### src/rtl/rqsw_pkg.sv
// Shared types and constants of the stop-and-wait retransmit queue.
package rqsw_pkg;

    // Event kinds carried by an input beat.
    typedef enum logic [1:0] {
        KIND_ADD     = 2'd0,
        KIND_TRY     = 2'd1,
        KIND_CONFIRM = 2'd2,
        KIND_TICK    = 2'd3
    } t_kind;

    // Result codes carried by an output beat.
    typedef enum logic [3:0] {
        ST_EMPTY        = 4'd0,
        ST_SENT         = 4'd1,
        ST_EXHAUSTED    = 4'd2,
        ST_POPPED       = 4'd3,
        ST_WAITING      = 4'd4,
        ST_ADDED        = 4'd5,
        ST_REJECTED     = 4'd6,
        ST_CONFIRM_OK   = 4'd7,
        ST_CONFIRM_IGN  = 4'd8,
        ST_TICKED       = 4'd9
    } t_status;

    // Configuration register indexes.
    localparam logic CFG_RESEND_GAP = 1'b0;
    localparam logic CFG_MAX_TRIES  = 1'b1;

    localparam logic [15:0] RESEND_GAP_RST = 16'd3;
    localparam logic [7:0]  MAX_TRIES_RST  = 8'd3;
    localparam logic [15:0] TICKS_MAX      = 16'hFFFF;

    // One classified command waiting between the front and back parts.
    typedef struct packed {
        t_kind       kind;
        logic [31:0] payload;
    } t_cmd;

    // Executor states.
    typedef enum logic {
        BK_EXEC = 1'b0,
        BK_READ = 1'b1
    } t_back_state;

endpackage

### src/rtl/rqsw_if.sv
// Channel interfaces of the retransmit queue: input, result and configuration.
interface rqsw_in_if;
    logic        valid;
    logic        ready;
    logic [1:0]  kind;
    logic [31:0] payload_in;

    modport source (output valid, output kind, output payload_in, input ready);
    modport sink   (input valid, input kind, input payload_in, output ready);
endinterface

interface rqsw_out_if;
    logic        valid;
    logic        ready;
    logic [3:0]  status;
    logic [31:0] payload_out;
    logic        queue_full;
    logic [4:0]  queue_count;

    modport source (output valid, output status, output payload_out,
                    output queue_full, output queue_count, input ready);
    modport sink   (input valid, input status, input payload_out,
                    input queue_full, input queue_count, output ready);
endinterface

interface rqsw_cfg_if;
    logic        valid;
    logic        ready;
    logic        index;
    logic [15:0] data;

    modport source (output valid, output index, output data, input ready);
    modport sink   (input valid, input index, input data, output ready);
endinterface

### src/rtl/rqsw_ram.sv
// Generic simple dual-port RAM with a registered read port.
module rqsw_ram #(
    parameter int WIDTH = 32,
    parameter int DEPTH = 16
) (
    input  logic                     i_clk,
    input  logic                     i_wr_en,
    input  logic [$clog2(DEPTH)-1:0] i_wr_addr,
    input  logic [WIDTH-1:0]         i_wr_data,
    input  logic [$clog2(DEPTH)-1:0] i_rd_addr,
    output logic [WIDTH-1:0]         o_rd_data
);

    logic [WIDTH-1:0] r_mem [DEPTH];
    logic [WIDTH-1:0] r_rd_data;

    always_ff @(posedge i_clk) begin
        if (i_wr_en) begin
            r_mem[i_wr_addr] <= i_wr_data;
        end
        r_rd_data <= r_mem[i_rd_addr];
    end

    assign o_rd_data = r_rd_data;

endmodule

### src/rtl/rqsw_front.sv
// Front part: accepts input beats, classifies them and buffers them in a two-entry queue.
module rqsw_front (
    input  logic           i_clk,
    input  logic           i_rst_n,
    rqsw_in_if.sink        i_in,
    output logic           o_cmd_valid,
    output rqsw_pkg::t_cmd o_cmd,
    input  logic           i_cmd_ready
);

    rqsw_pkg::t_cmd r_slot [2];
    logic           r_wr_ptr;
    logic           r_rd_ptr;
    logic [1:0]     r_cnt;

    logic           w_push;
    logic           w_pop;
    rqsw_pkg::t_cmd w_cmd;

    assign i_in.ready  = (r_cnt != 2'd2);
    assign w_push      = i_in.valid && i_in.ready;
    assign o_cmd_valid = (r_cnt != 2'd0);
    assign w_pop       = o_cmd_valid && i_cmd_ready;
    assign o_cmd       = r_slot[r_rd_ptr];

    always_comb begin
        w_cmd.kind    = rqsw_pkg::t_kind'(i_in.kind);
        w_cmd.payload = i_in.payload_in;
    end

    always_ff @(posedge i_clk) begin
        if (!i_rst_n) begin
            r_wr_ptr <= 1'b0;
            r_rd_ptr <= 1'b0;
            r_cnt    <= 2'd0;
        end else begin
            if (w_push) begin
                r_wr_ptr <= ~r_wr_ptr;
            end
            if (w_pop) begin
                r_rd_ptr <= ~r_rd_ptr;
            end
            r_cnt <= r_cnt + {1'b0, w_push} - {1'b0, w_pop};
        end
    end

    always_ff @(posedge i_clk) begin
        if (w_push) begin
            r_slot[r_wr_ptr] <= w_cmd;
        end
    end

endmodule

### src/rtl/rqsw_back.sv
// Back part: executes queued commands against the ring, the retry state and the output register.
module rqsw_back #(
    parameter int QUEUE_DEPTH  = 16,
    parameter int PAYLOAD_BITS = 32
) (
    input  logic           i_clk,
    input  logic           i_rst_n,
    input  logic           i_cmd_valid,
    input  rqsw_pkg::t_cmd i_cmd,
    output logic           o_cmd_ready,
    rqsw_cfg_if.sink       i_cfg,
    rqsw_out_if.source     o_out
);

    localparam int IDX_W = $clog2(QUEUE_DEPTH);
    localparam int CNT_W = $clog2(QUEUE_DEPTH + 1);
    localparam logic [IDX_W-1:0] LAST_IDX = IDX_W'(QUEUE_DEPTH - 1);
    localparam logic [CNT_W-1:0] FULL_CNT = CNT_W'(QUEUE_DEPTH);

    rqsw_pkg::t_back_state r_state, n_state;
    logic [15:0]       r_gap;
    logic [7:0]        r_max;
    logic [IDX_W-1:0]  r_head, n_head;
    logic [IDX_W-1:0]  r_tail, n_tail;
    logic [CNT_W-1:0]  r_held, n_held;
    logic [7:0]        r_tries, n_tries;
    logic              r_sent, n_sent;
    logic              r_conf, n_conf;
    logic [15:0]       r_ticks, n_ticks;

    logic              r_out_valid, n_out_valid;
    rqsw_pkg::t_status r_status, n_status;
    logic [31:0]       r_payload, n_payload;
    logic              r_full, n_full;
    logic [4:0]        r_count, n_count;

    logic                    w_wr_en;
    logic [PAYLOAD_BITS-1:0] w_wr_data;
    logic [PAYLOAD_BITS-1:0] w_rd_data;
    logic [7:0]              w_tries_dec;

    assign i_cfg.ready = 1'b1;
    assign o_cmd_ready = (r_state == rqsw_pkg::BK_EXEC) && (!r_out_valid || o_out.ready);
    assign w_wr_data   = PAYLOAD_BITS'(i_cmd.payload);
    assign w_tries_dec = (r_tries != 8'd0) ? r_tries - 8'd1 : 8'd0;

    // The read port always looks at the head entry; a send picks the word up in the cycle after, in the read state.
    rqsw_ram #(
        .WIDTH (PAYLOAD_BITS),
        .DEPTH (QUEUE_DEPTH)
    ) u_store (
        .i_clk     (i_clk),
        .i_wr_en   (w_wr_en),
        .i_wr_addr (r_tail),
        .i_wr_data (w_wr_data),
        .i_rd_addr (r_head),
        .o_rd_data (w_rd_data)
    );

    always_comb begin
        rqsw_pkg::t_status w_status;
        logic              w_load;

        n_state     = r_state;
        n_head      = r_head;
        n_tail      = r_tail;
        n_held      = r_held;
        n_tries     = r_tries;
        n_sent      = r_sent;
        n_conf      = r_conf;
        n_ticks     = r_ticks;
        n_out_valid = r_out_valid && !o_out.ready;
        n_status    = r_status;
        n_payload   = r_payload;
        n_full      = r_full;
        n_count     = r_count;
        w_wr_en     = 1'b0;
        w_status    = rqsw_pkg::ST_EMPTY;
        w_load      = 1'b0;

        unique case (r_state)
            rqsw_pkg::BK_EXEC: begin
                if (i_cmd_valid && o_cmd_ready) begin
                    w_load = 1'b1;
                    unique case (i_cmd.kind)
                        rqsw_pkg::KIND_ADD: begin
                            if (r_held == FULL_CNT) begin
                                w_status = rqsw_pkg::ST_REJECTED;
                            end else begin
                                w_wr_en  = 1'b1;
                                n_tail   = (r_tail == LAST_IDX) ? '0 : r_tail + 1'b1;
                                n_held   = r_held + 1'b1;
                                w_status = rqsw_pkg::ST_ADDED;
                            end
                        end
                        rqsw_pkg::KIND_TRY: begin
                            priority if (r_held == '0) begin
                                w_status = rqsw_pkg::ST_EMPTY;
                            end else if (!r_sent) begin
                                n_sent  = 1'b1;
                                n_conf  = 1'b0;
                                n_ticks = '0;
                                n_tries = w_tries_dec;
                                w_load  = 1'b0;
                                n_state = rqsw_pkg::BK_READ;
                            end else if (!r_conf) begin
                                priority if (r_tries != 8'd0 && r_ticks > r_gap) begin
                                    n_ticks = '0;
                                    n_tries = w_tries_dec;
                                    w_load  = 1'b0;
                                    n_state = rqsw_pkg::BK_READ;
                                end else if (r_tries == 8'd0) begin
                                    w_status = rqsw_pkg::ST_EXHAUSTED;
                                end else begin
                                    w_status = rqsw_pkg::ST_WAITING;
                                end
                            end else begin
                                n_head   = (r_head == LAST_IDX) ? '0 : r_head + 1'b1;
                                n_held   = r_held - 1'b1;
                                n_sent   = 1'b0;
                                n_conf   = 1'b0;
                                n_tries  = r_max;
                                w_status = rqsw_pkg::ST_POPPED;
                            end
                        end
                        rqsw_pkg::KIND_CONFIRM: begin
                            if (r_sent) begin
                                n_conf   = 1'b1;
                                w_status = rqsw_pkg::ST_CONFIRM_OK;
                            end else begin
                                w_status = rqsw_pkg::ST_CONFIRM_IGN;
                            end
                        end
                        rqsw_pkg::KIND_TICK: begin
                            if (r_ticks != rqsw_pkg::TICKS_MAX) begin
                                n_ticks = r_ticks + 16'd1;
                            end
                            w_status = rqsw_pkg::ST_TICKED;
                        end
                        default: begin
                            w_status = rqsw_pkg::ST_TICKED;
                        end
                    endcase
                end
                if (w_load) begin
                    n_out_valid = 1'b1;
                    n_status    = w_status;
                    n_payload   = '0;
                    n_full      = (n_held == FULL_CNT);
                    n_count     = 5'(n_held);
                end
            end
            rqsw_pkg::BK_READ: begin
                // The output register is empty here: nothing was loaded when the send began.
                n_out_valid = 1'b1;
                n_status    = rqsw_pkg::ST_SENT;
                n_payload   = 32'(w_rd_data);
                n_full      = (r_held == FULL_CNT);
                n_count     = 5'(r_held);
                n_state     = rqsw_pkg::BK_EXEC;
            end
            default: begin
                n_state = rqsw_pkg::BK_EXEC;
            end
        endcase
    end

    always_ff @(posedge i_clk) begin
        if (!i_rst_n) begin
            r_state     <= rqsw_pkg::BK_EXEC;
            r_gap       <= rqsw_pkg::RESEND_GAP_RST;
            r_max       <= rqsw_pkg::MAX_TRIES_RST;
            r_head      <= '0;
            r_tail      <= '0;
            r_held      <= '0;
            r_tries     <= rqsw_pkg::MAX_TRIES_RST;
            r_sent      <= 1'b0;
            r_conf      <= 1'b0;
            r_ticks     <= '0;
            r_out_valid <= 1'b0;
        end else begin
            r_state     <= n_state;
            r_head      <= n_head;
            r_tail      <= n_tail;
            r_held      <= n_held;
            r_tries     <= n_tries;
            r_sent      <= n_sent;
            r_conf      <= n_conf;
            r_ticks     <= n_ticks;
            r_out_valid <= n_out_valid;
            if (i_cfg.valid) begin
                unique case (i_cfg.index)
                    rqsw_pkg::CFG_RESEND_GAP: r_gap <= i_cfg.data;
                    rqsw_pkg::CFG_MAX_TRIES:  r_max <= i_cfg.data[7:0];
                    default: r_gap <= r_gap;
                endcase
            end
        end
    end

    always_ff @(posedge i_clk) begin
        r_status  <= n_status;
        r_payload <= n_payload;
        r_full    <= n_full;
        r_count   <= n_count;
    end

    assign o_out.valid       = r_out_valid;
    assign o_out.status      = r_status;
    assign o_out.payload_out = r_payload;
    assign o_out.queue_full  = r_full;
    assign o_out.queue_count = r_count;

endmodule

### src/rtl/retransmit_queue_stop_and_wait.sv
// Top level of the stop-and-wait retransmit queue.
// Each input beat is one event (add a payload, try to send, confirm, or one timer tick) and
// yields exactly one result beat. Beats pass through a two-entry command queue to an executor;
// a try that sends passes through a read state, since the head payload comes out of the
// payload RAM through its registered read port. A result waits in an output register, and the
// next event waits until it is taken. Configuration writes are taken in any cycle.
module retransmit_queue_stop_and_wait #(
    parameter int QUEUE_DEPTH  = 16,
    parameter int PAYLOAD_BITS = 32
) (
    input  logic       i_clk,
    input  logic       i_rst_n,
    rqsw_in_if.sink    i_in,
    rqsw_cfg_if.sink   i_cfg,
    rqsw_out_if.source o_out
);

    logic           w_cmd_valid;
    logic           w_cmd_ready;
    rqsw_pkg::t_cmd w_cmd;

    rqsw_front u_front (
        .i_clk       (i_clk),
        .i_rst_n     (i_rst_n),
        .i_in        (i_in),
        .o_cmd_valid (w_cmd_valid),
        .o_cmd       (w_cmd),
        .i_cmd_ready (w_cmd_ready)
    );

    rqsw_back #(
        .QUEUE_DEPTH  (QUEUE_DEPTH),
        .PAYLOAD_BITS (PAYLOAD_BITS)
    ) u_back (
        .i_clk       (i_clk),
        .i_rst_n     (i_rst_n),
        .i_cmd_valid (w_cmd_valid),
        .i_cmd       (w_cmd),
        .o_cmd_ready (w_cmd_ready),
        .i_cfg       (i_cfg),
        .o_out       (o_out)
    );

endmodule
### src/flat_wrapper.sv
// flat-port wrapper written by rule: the top's interface ports become plain ports
module retransmit_queue_stop_and_wait_flat 
#(
    parameter int QUEUE_DEPTH  = 16,
    parameter int PAYLOAD_BITS = 32
)
  (i_clk, i_rst_n, i_in_valid, i_in_kind, i_in_payload_in, i_in_ready, i_cfg_valid, i_cfg_index, i_cfg_data, i_cfg_ready, o_out_valid, o_out_status, o_out_payload_out, o_out_queue_full, o_out_queue_count, o_out_ready);
  rqsw_in_if i_in_i ();
  rqsw_cfg_if i_cfg_i ();
  rqsw_out_if o_out_i ();
  input  logic i_clk;
  input  logic i_rst_n;
  input wire logic [$bits(i_in_i.valid)-1:0] i_in_valid;
  input wire logic [$bits(i_in_i.kind)-1:0] i_in_kind;
  input wire logic [$bits(i_in_i.payload_in)-1:0] i_in_payload_in;
  output wire logic [$bits(i_in_i.ready)-1:0] i_in_ready;
  input wire logic [$bits(i_cfg_i.valid)-1:0] i_cfg_valid;
  input wire logic [$bits(i_cfg_i.index)-1:0] i_cfg_index;
  input wire logic [$bits(i_cfg_i.data)-1:0] i_cfg_data;
  output wire logic [$bits(i_cfg_i.ready)-1:0] i_cfg_ready;
  output wire logic [$bits(o_out_i.valid)-1:0] o_out_valid;
  output wire logic [$bits(o_out_i.status)-1:0] o_out_status;
  output wire logic [$bits(o_out_i.payload_out)-1:0] o_out_payload_out;
  output wire logic [$bits(o_out_i.queue_full)-1:0] o_out_queue_full;
  output wire logic [$bits(o_out_i.queue_count)-1:0] o_out_queue_count;
  input wire logic [$bits(o_out_i.ready)-1:0] o_out_ready;
  assign i_in_i.valid = i_in_valid;
  assign i_in_i.kind = i_in_kind;
  assign i_in_i.payload_in = i_in_payload_in;
  assign i_in_ready = i_in_i.ready;
  assign i_cfg_i.valid = i_cfg_valid;
  assign i_cfg_i.index = i_cfg_index;
  assign i_cfg_i.data = i_cfg_data;
  assign i_cfg_ready = i_cfg_i.ready;
  assign o_out_valid = o_out_i.valid;
  assign o_out_status = o_out_i.status;
  assign o_out_payload_out = o_out_i.payload_out;
  assign o_out_queue_full = o_out_i.queue_full;
  assign o_out_queue_count = o_out_i.queue_count;
  assign o_out_i.ready = o_out_ready;
  retransmit_queue_stop_and_wait #(.QUEUE_DEPTH(QUEUE_DEPTH), .PAYLOAD_BITS(PAYLOAD_BITS)) u_core (.i_clk(i_clk), .i_rst_n(i_rst_n), .i_in(i_in_i), .i_cfg(i_cfg_i), .o_out(o_out_i));
endmodule
### config.mk
export PLATFORM = sky130hd
export DESIGN_NAME = retransmit_queue_stop_and_wait_flat
export DESIGN_NICKNAME = d
export VERILOG_FILES = /design/src/rtl/rqsw_pkg.sv /design/src/rtl/rqsw_if.sv /design/src/rtl/rqsw_ram.sv /design/src/rtl/rqsw_front.sv /design/src/rtl/rqsw_back.sv /design/src/rtl/retransmit_queue_stop_and_wait.sv /design/src/flat_wrapper.sv
export SDC_FILE = /design/constraint.sdc
export NUM_CORES = 1
export LEC_CHECK = 0
export BUFFER_PORTS_ARGS = -buffer_cell sky130_fd_sc_hd__buf_4
export CORE_AREA = 2 2 228 230
export CTS_BUF_LIST = sky130_fd_sc_hd__clkbuf_4
export DETAILED_ROUTE_END_ITERATION = 8
export DIE_AREA = 0 0 230 232
export GPL_ROUTABILITY_DRIVEN = 1
export GPL_TIMING_DRIVEN = 0
export PLACE_DENSITY = 0.81
export SETUP_SLACK_MARGIN = 0.15
export SLEW_MARGIN = 40
export SYNTH_ARGS = -nofsm -noshare
export SYNTH_HDL_FRONTEND = slang
export SYNTH_SLANG_ARGS = --single-unit
### constraint.sdc
create_clock -name i_clk -period 13.02 [get_ports i_clk]
set_input_delay 0.651 -clock i_clk [delete_from_list [all_inputs] [get_ports i_clk]]
set_output_delay 0.651 -clock i_clk [all_outputs]
set_load 0.01 [all_outputs]
==> summary.txt <==
Synthesis
  • Post-synthesis adder-cell area fraction: 1.222%
  • Post-synth top area cell: edfxtp_1
  • Top cells by count, synth: 622 x edfxtp_1, 160 x mux4_2, 102 x dfxtp_1
  • Synthesized instance count: 1443
  • Synth Area in Compound Gates: 2.186%
  • Synth Area in Simple Gates: 4.950%
  • Warning count from the yosys run: 0
  • Sequential share of the synthesized area: between 70% and 80%
  • Top_reg_cell synth: edfxtp_1
  • Post-synthesis net count: 1526
  • Multiplexer share of the synthesized area: ~15%
  • Netlist cell types: a little over 60
  • Largest family of logic cells by synthesized area: multiplexers
  • Avg Inst Size Synth: approximately 19 µm²
  • Synth top area share: 67.55%
  • Most numerous cell in the Yosys netlist: edfxtp_1
  • Post-Syn Area: around 28000 µm²
  • Flops & latches, synth: ~720
  • XOR/XNOR Fraction of Synth Area: less than 1%
  • Post-synth EDFFs: approximately 620
  • Async SR Flop Fraction: 0%
  • Main area contributors after synthesis: edfxtp_1 68%, mux4_2 13%, dfxtp_1 7.4%, mux2_2 1.3%, nand2_1 1.3%

Final layout
  • P&R area growth vs syn: 19.87%
  • Fin nets: about 1900
  • Final non-filler cell total: about 2700
  • Share of cells above drive strength 1: roughly 36%

Critical path
  • Crit Path Category: reg2reg
  • CP cell instances: buf_6 > mux2_2 > or3_1 > nor2_4 > nand2_1 > nor3_2 > buf_2 > buf_2 > buf_4
  • Reg2Reg Capture Point: u_core.u_back.u_store.r_mem[0][23]
  • Worst path most repeated cell: buf_2
  • Cell family with most CP delay: simple AND/OR/NAND/NOR gates
  • R2R cell count: 9
  • Highest-delay cell along the critical path: nor3_2
  • CP bufs+invs: 4
  • WP data required: 13690 ps
  • R2R Setup Slk: ~9500 ps
  • Critical path startpoint category: flip-flop
  • Worst setup EP type: flip-flop
  • Arrival time worst endpoint: 4180 ps
  • Worst-path fanout max: 9
  • Critical path's largest stage delay: 490 ps

Die
  • I/O Pins: between 100 and 150
  • Die Footprint: 53360 µm²
  • Die width: 230 µm
  • Starting density of the core: roughly 54%
  • Num rows: slightly above 80
  • Core area: 50890 µm²
  • Die H: around 230 µm

Timing
  • Max-slew violations: 0
  • Setup TNS: 0 ps
  • Worst slew pin tran: a little under 900 ps
  • Fmax: between 200 and 300 MHz
  • Worst Skew: around 79 ps
  • Endpoints failing hold: 0
  • Final count of negative-setup-slack endpoints: 0
  • Setup ws final: about 9500 ps
  • Crit path time final: ~3500 ps
  • Final hold slack: around 110 ps
  • Slew HR: roughly two fifths
  • Tcrit/Tclk final: a little over a quarter
  • RSZ-0062 raised after global routing: no

Clock network
  • Clock sink count: a little over 700
  • Post-CTS setup buffer count: 0
  • CTS tree: done
  • Reg clk slew, reported paths: ~70 ps
  • Buffer type at the clock tree root: clkbuf_4
  • CTS buffer count: ~180
  • Number of H-tree levels: 4
  • Clock insertion delay at the later pin of the skew report: 1050 ps
  • CTS max path bufs: 3

Detailed routing
  • Pre-Repair DR Iteration Count: 5
  • Initial DRC Count: 1776
  • DRC Markers: 0
  • DR vias/cell: 5.797
  • Detailed-route via count: between 15000 and 20000
  • Routed Antenna Nets: 0
  • Detailed Route WL: 64.20 mm
  • WL per Instance: 24.09 µm

Worst hold path
  • Hold Path Cell Cnt: 4
  • Hold-critical path endpoint: u_core.u_back.r_gap[2]
  • Tightest Hold Check Type: in2reg
  • Hold wc startpoint: i_cfg_valid

Global route
  • Largest net degree at the start of global routing: between 40 and 50
  • GRT Residual Overflow: 0
  • First-pass GRT wire length: about 96 mm
  • Vias in the first global route: between 15000 and 20000
  • Gr usage total: between 20% and 30%
  • Initial antenna violation count: 3

Power
  • Max VDD drop: about 0.14 mV
  • P per Cell Area: 163.4 nW/µm²
  • P_leak: 11.24 nW
  • Tot Pwr: 5.417 mW

Placement
  • Detailed placer's ending HPWL: 40.10 mm
  • Dpl cells: ~2300
  • PortBufs: just under 100
  • Placer Congestion: 0.8633
  • Pre-CTS setup slack: between 9000 and 10000 ps

Job
  • Maxcap violations: 0

Status
  • Outcome: finished, final reports clean
[sequential cells by signal (all words and copies together), names as in the netlist, named ones only]
signal and flops:
u_core.u_back.o_out.payload_out 32, u_core.u_back.o_out.queue_count 5, u_core.u_back.o_out.queue_full 1, u_core.u_back.o_out.status 4
u_core.u_back.o_out.valid 1, u_core.u_back.r_conf 1, u_core.u_back.r_gap 16, u_core.u_back.r_head 4
u_core.u_back.r_held 5, u_core.u_back.r_max 8, u_core.u_back.r_sent 1, u_core.u_back.r_state 1
u_core.u_back.r_tail 4, u_core.u_back.r_ticks 16, u_core.u_back.r_tries 8, u_core.u_back.u_store.o_rd_data 32
u_core.u_back.u_store.r_mem 512, u_core.u_front.r_cnt 2, u_core.u_front.r_rd_ptr 1, u_core.u_front.r_slot 68
u_core.u_front.r_wr_ptr 1
[worst max path at each step]
stage,cells past startpoint,start,end
floorplan,6,o_out_ready,u_core.u_back.u_store.r_mem[3][0]
CTS,9,flip-flop,u_core.u_back.u_store.r_mem[2][23]
global placement,7,o_out_ready,u_core.u_back.u_store.r_mem[3][17]
global route,9,flip-flop,u_core.u_back.u_store.r_mem[0][23]
detailed placement,10,o_out_ready,u_core.u_back.u_store.r_mem[0][17]
finish,9,flip-flop,u_core.u_back.u_store.r_mem[0][23]
[per-layer routing]
layer / vias up / part of all wire (%) / global-route usage (%) / wire length [µm]
met3: 133 / 8.3 / 6.422 / 5344
met4: 0 / 3.0 / 11.03 / 1936
met5: - / 0 / 0 / 0
met2: 858 / 51 / 41.70 / 33000
met1: 7820 / 37 / 30.44 / 23920
li1: 6639 / - / - / -
[per-stage QoR]
| stage | utilization [%] | area [µm²] |
|---|---|---|
| 6_report | 65.14 | 33150 |
| 3_3_place_gp | 57.47 | 29250 |
| 3_5_place_dp | 59.15 | 30100 |
| 5_1_grt | 65.14 | 33150 |
| 2_1_floorplan | - | 27650 |
| 4_1_cts | 65.10 | 33130 |
[kinds of logic (layout without fill, tap and decap cells)]
group                      Yosys count  in the layout
AOI/OAI and AO/OA                   96             96
xor gates and xnor gates            22             22
adders and majority gates           27             27
buffers and inverters               97            635
DFF                                724            724
muxes                              199            199
other                                1              5
and+or+nand+nor                    277            277
[cells in the final DEF (no fill, tap or decap), drive strengths merged, types with 5 or more instances in the layout]
cell type / instances
a21boi: 5
a21oi: 41
and2: 45
and3: 7
buf: 175
clkbuf: 334
clkinv: 28
dfxtp: 102
dlygate4sd3: 54
edfxtp: 622
ha: 27
inv: 39
mux2: 34
mux2i: 5
mux4: 160
nand2: 96
nand2b: 7
nand3: 15
nand4: 10
nor2: 56
nor3: 19
o211ai: 7
o21ai: 16
or3: 5
xnor2: 9
xor2: 13
[worst register-to-register path, cell delays in order, from the launching register on]
cell	delay, ps
dfxtp_1	320
buf_6	180
mux2_2	410
or3_1	440
nor2_4	210
nand2_1	260
nor3_2	490
buf_2	320
buf_2	280
buf_4	230
[power breakdown]
group	switching, mW	internal (mW)
Sequential	0.0433	2.79
Combinational	0.359	0.206
Clock	0.927	1.09
Total	1.33	4.09
[what timing repair did]
action,in CTS,in global routing
hold buffers,54,0
endpoints found under the hold margin,95,0
resized for setup,0,0
[final cells by class]
class	count	area [µm²]
clock buffers	291	2185
multi-input cells	622	6673
diodes	4	10.01
inverters	31	116.4
repair buffers	206	1993
fillers	3257	17740
well taps	680	850.8
plain buffers	66	295.3
flip-flops and latches	724	20720
clock inverters	41	302.8
Power figures use the tool's default switching activity.
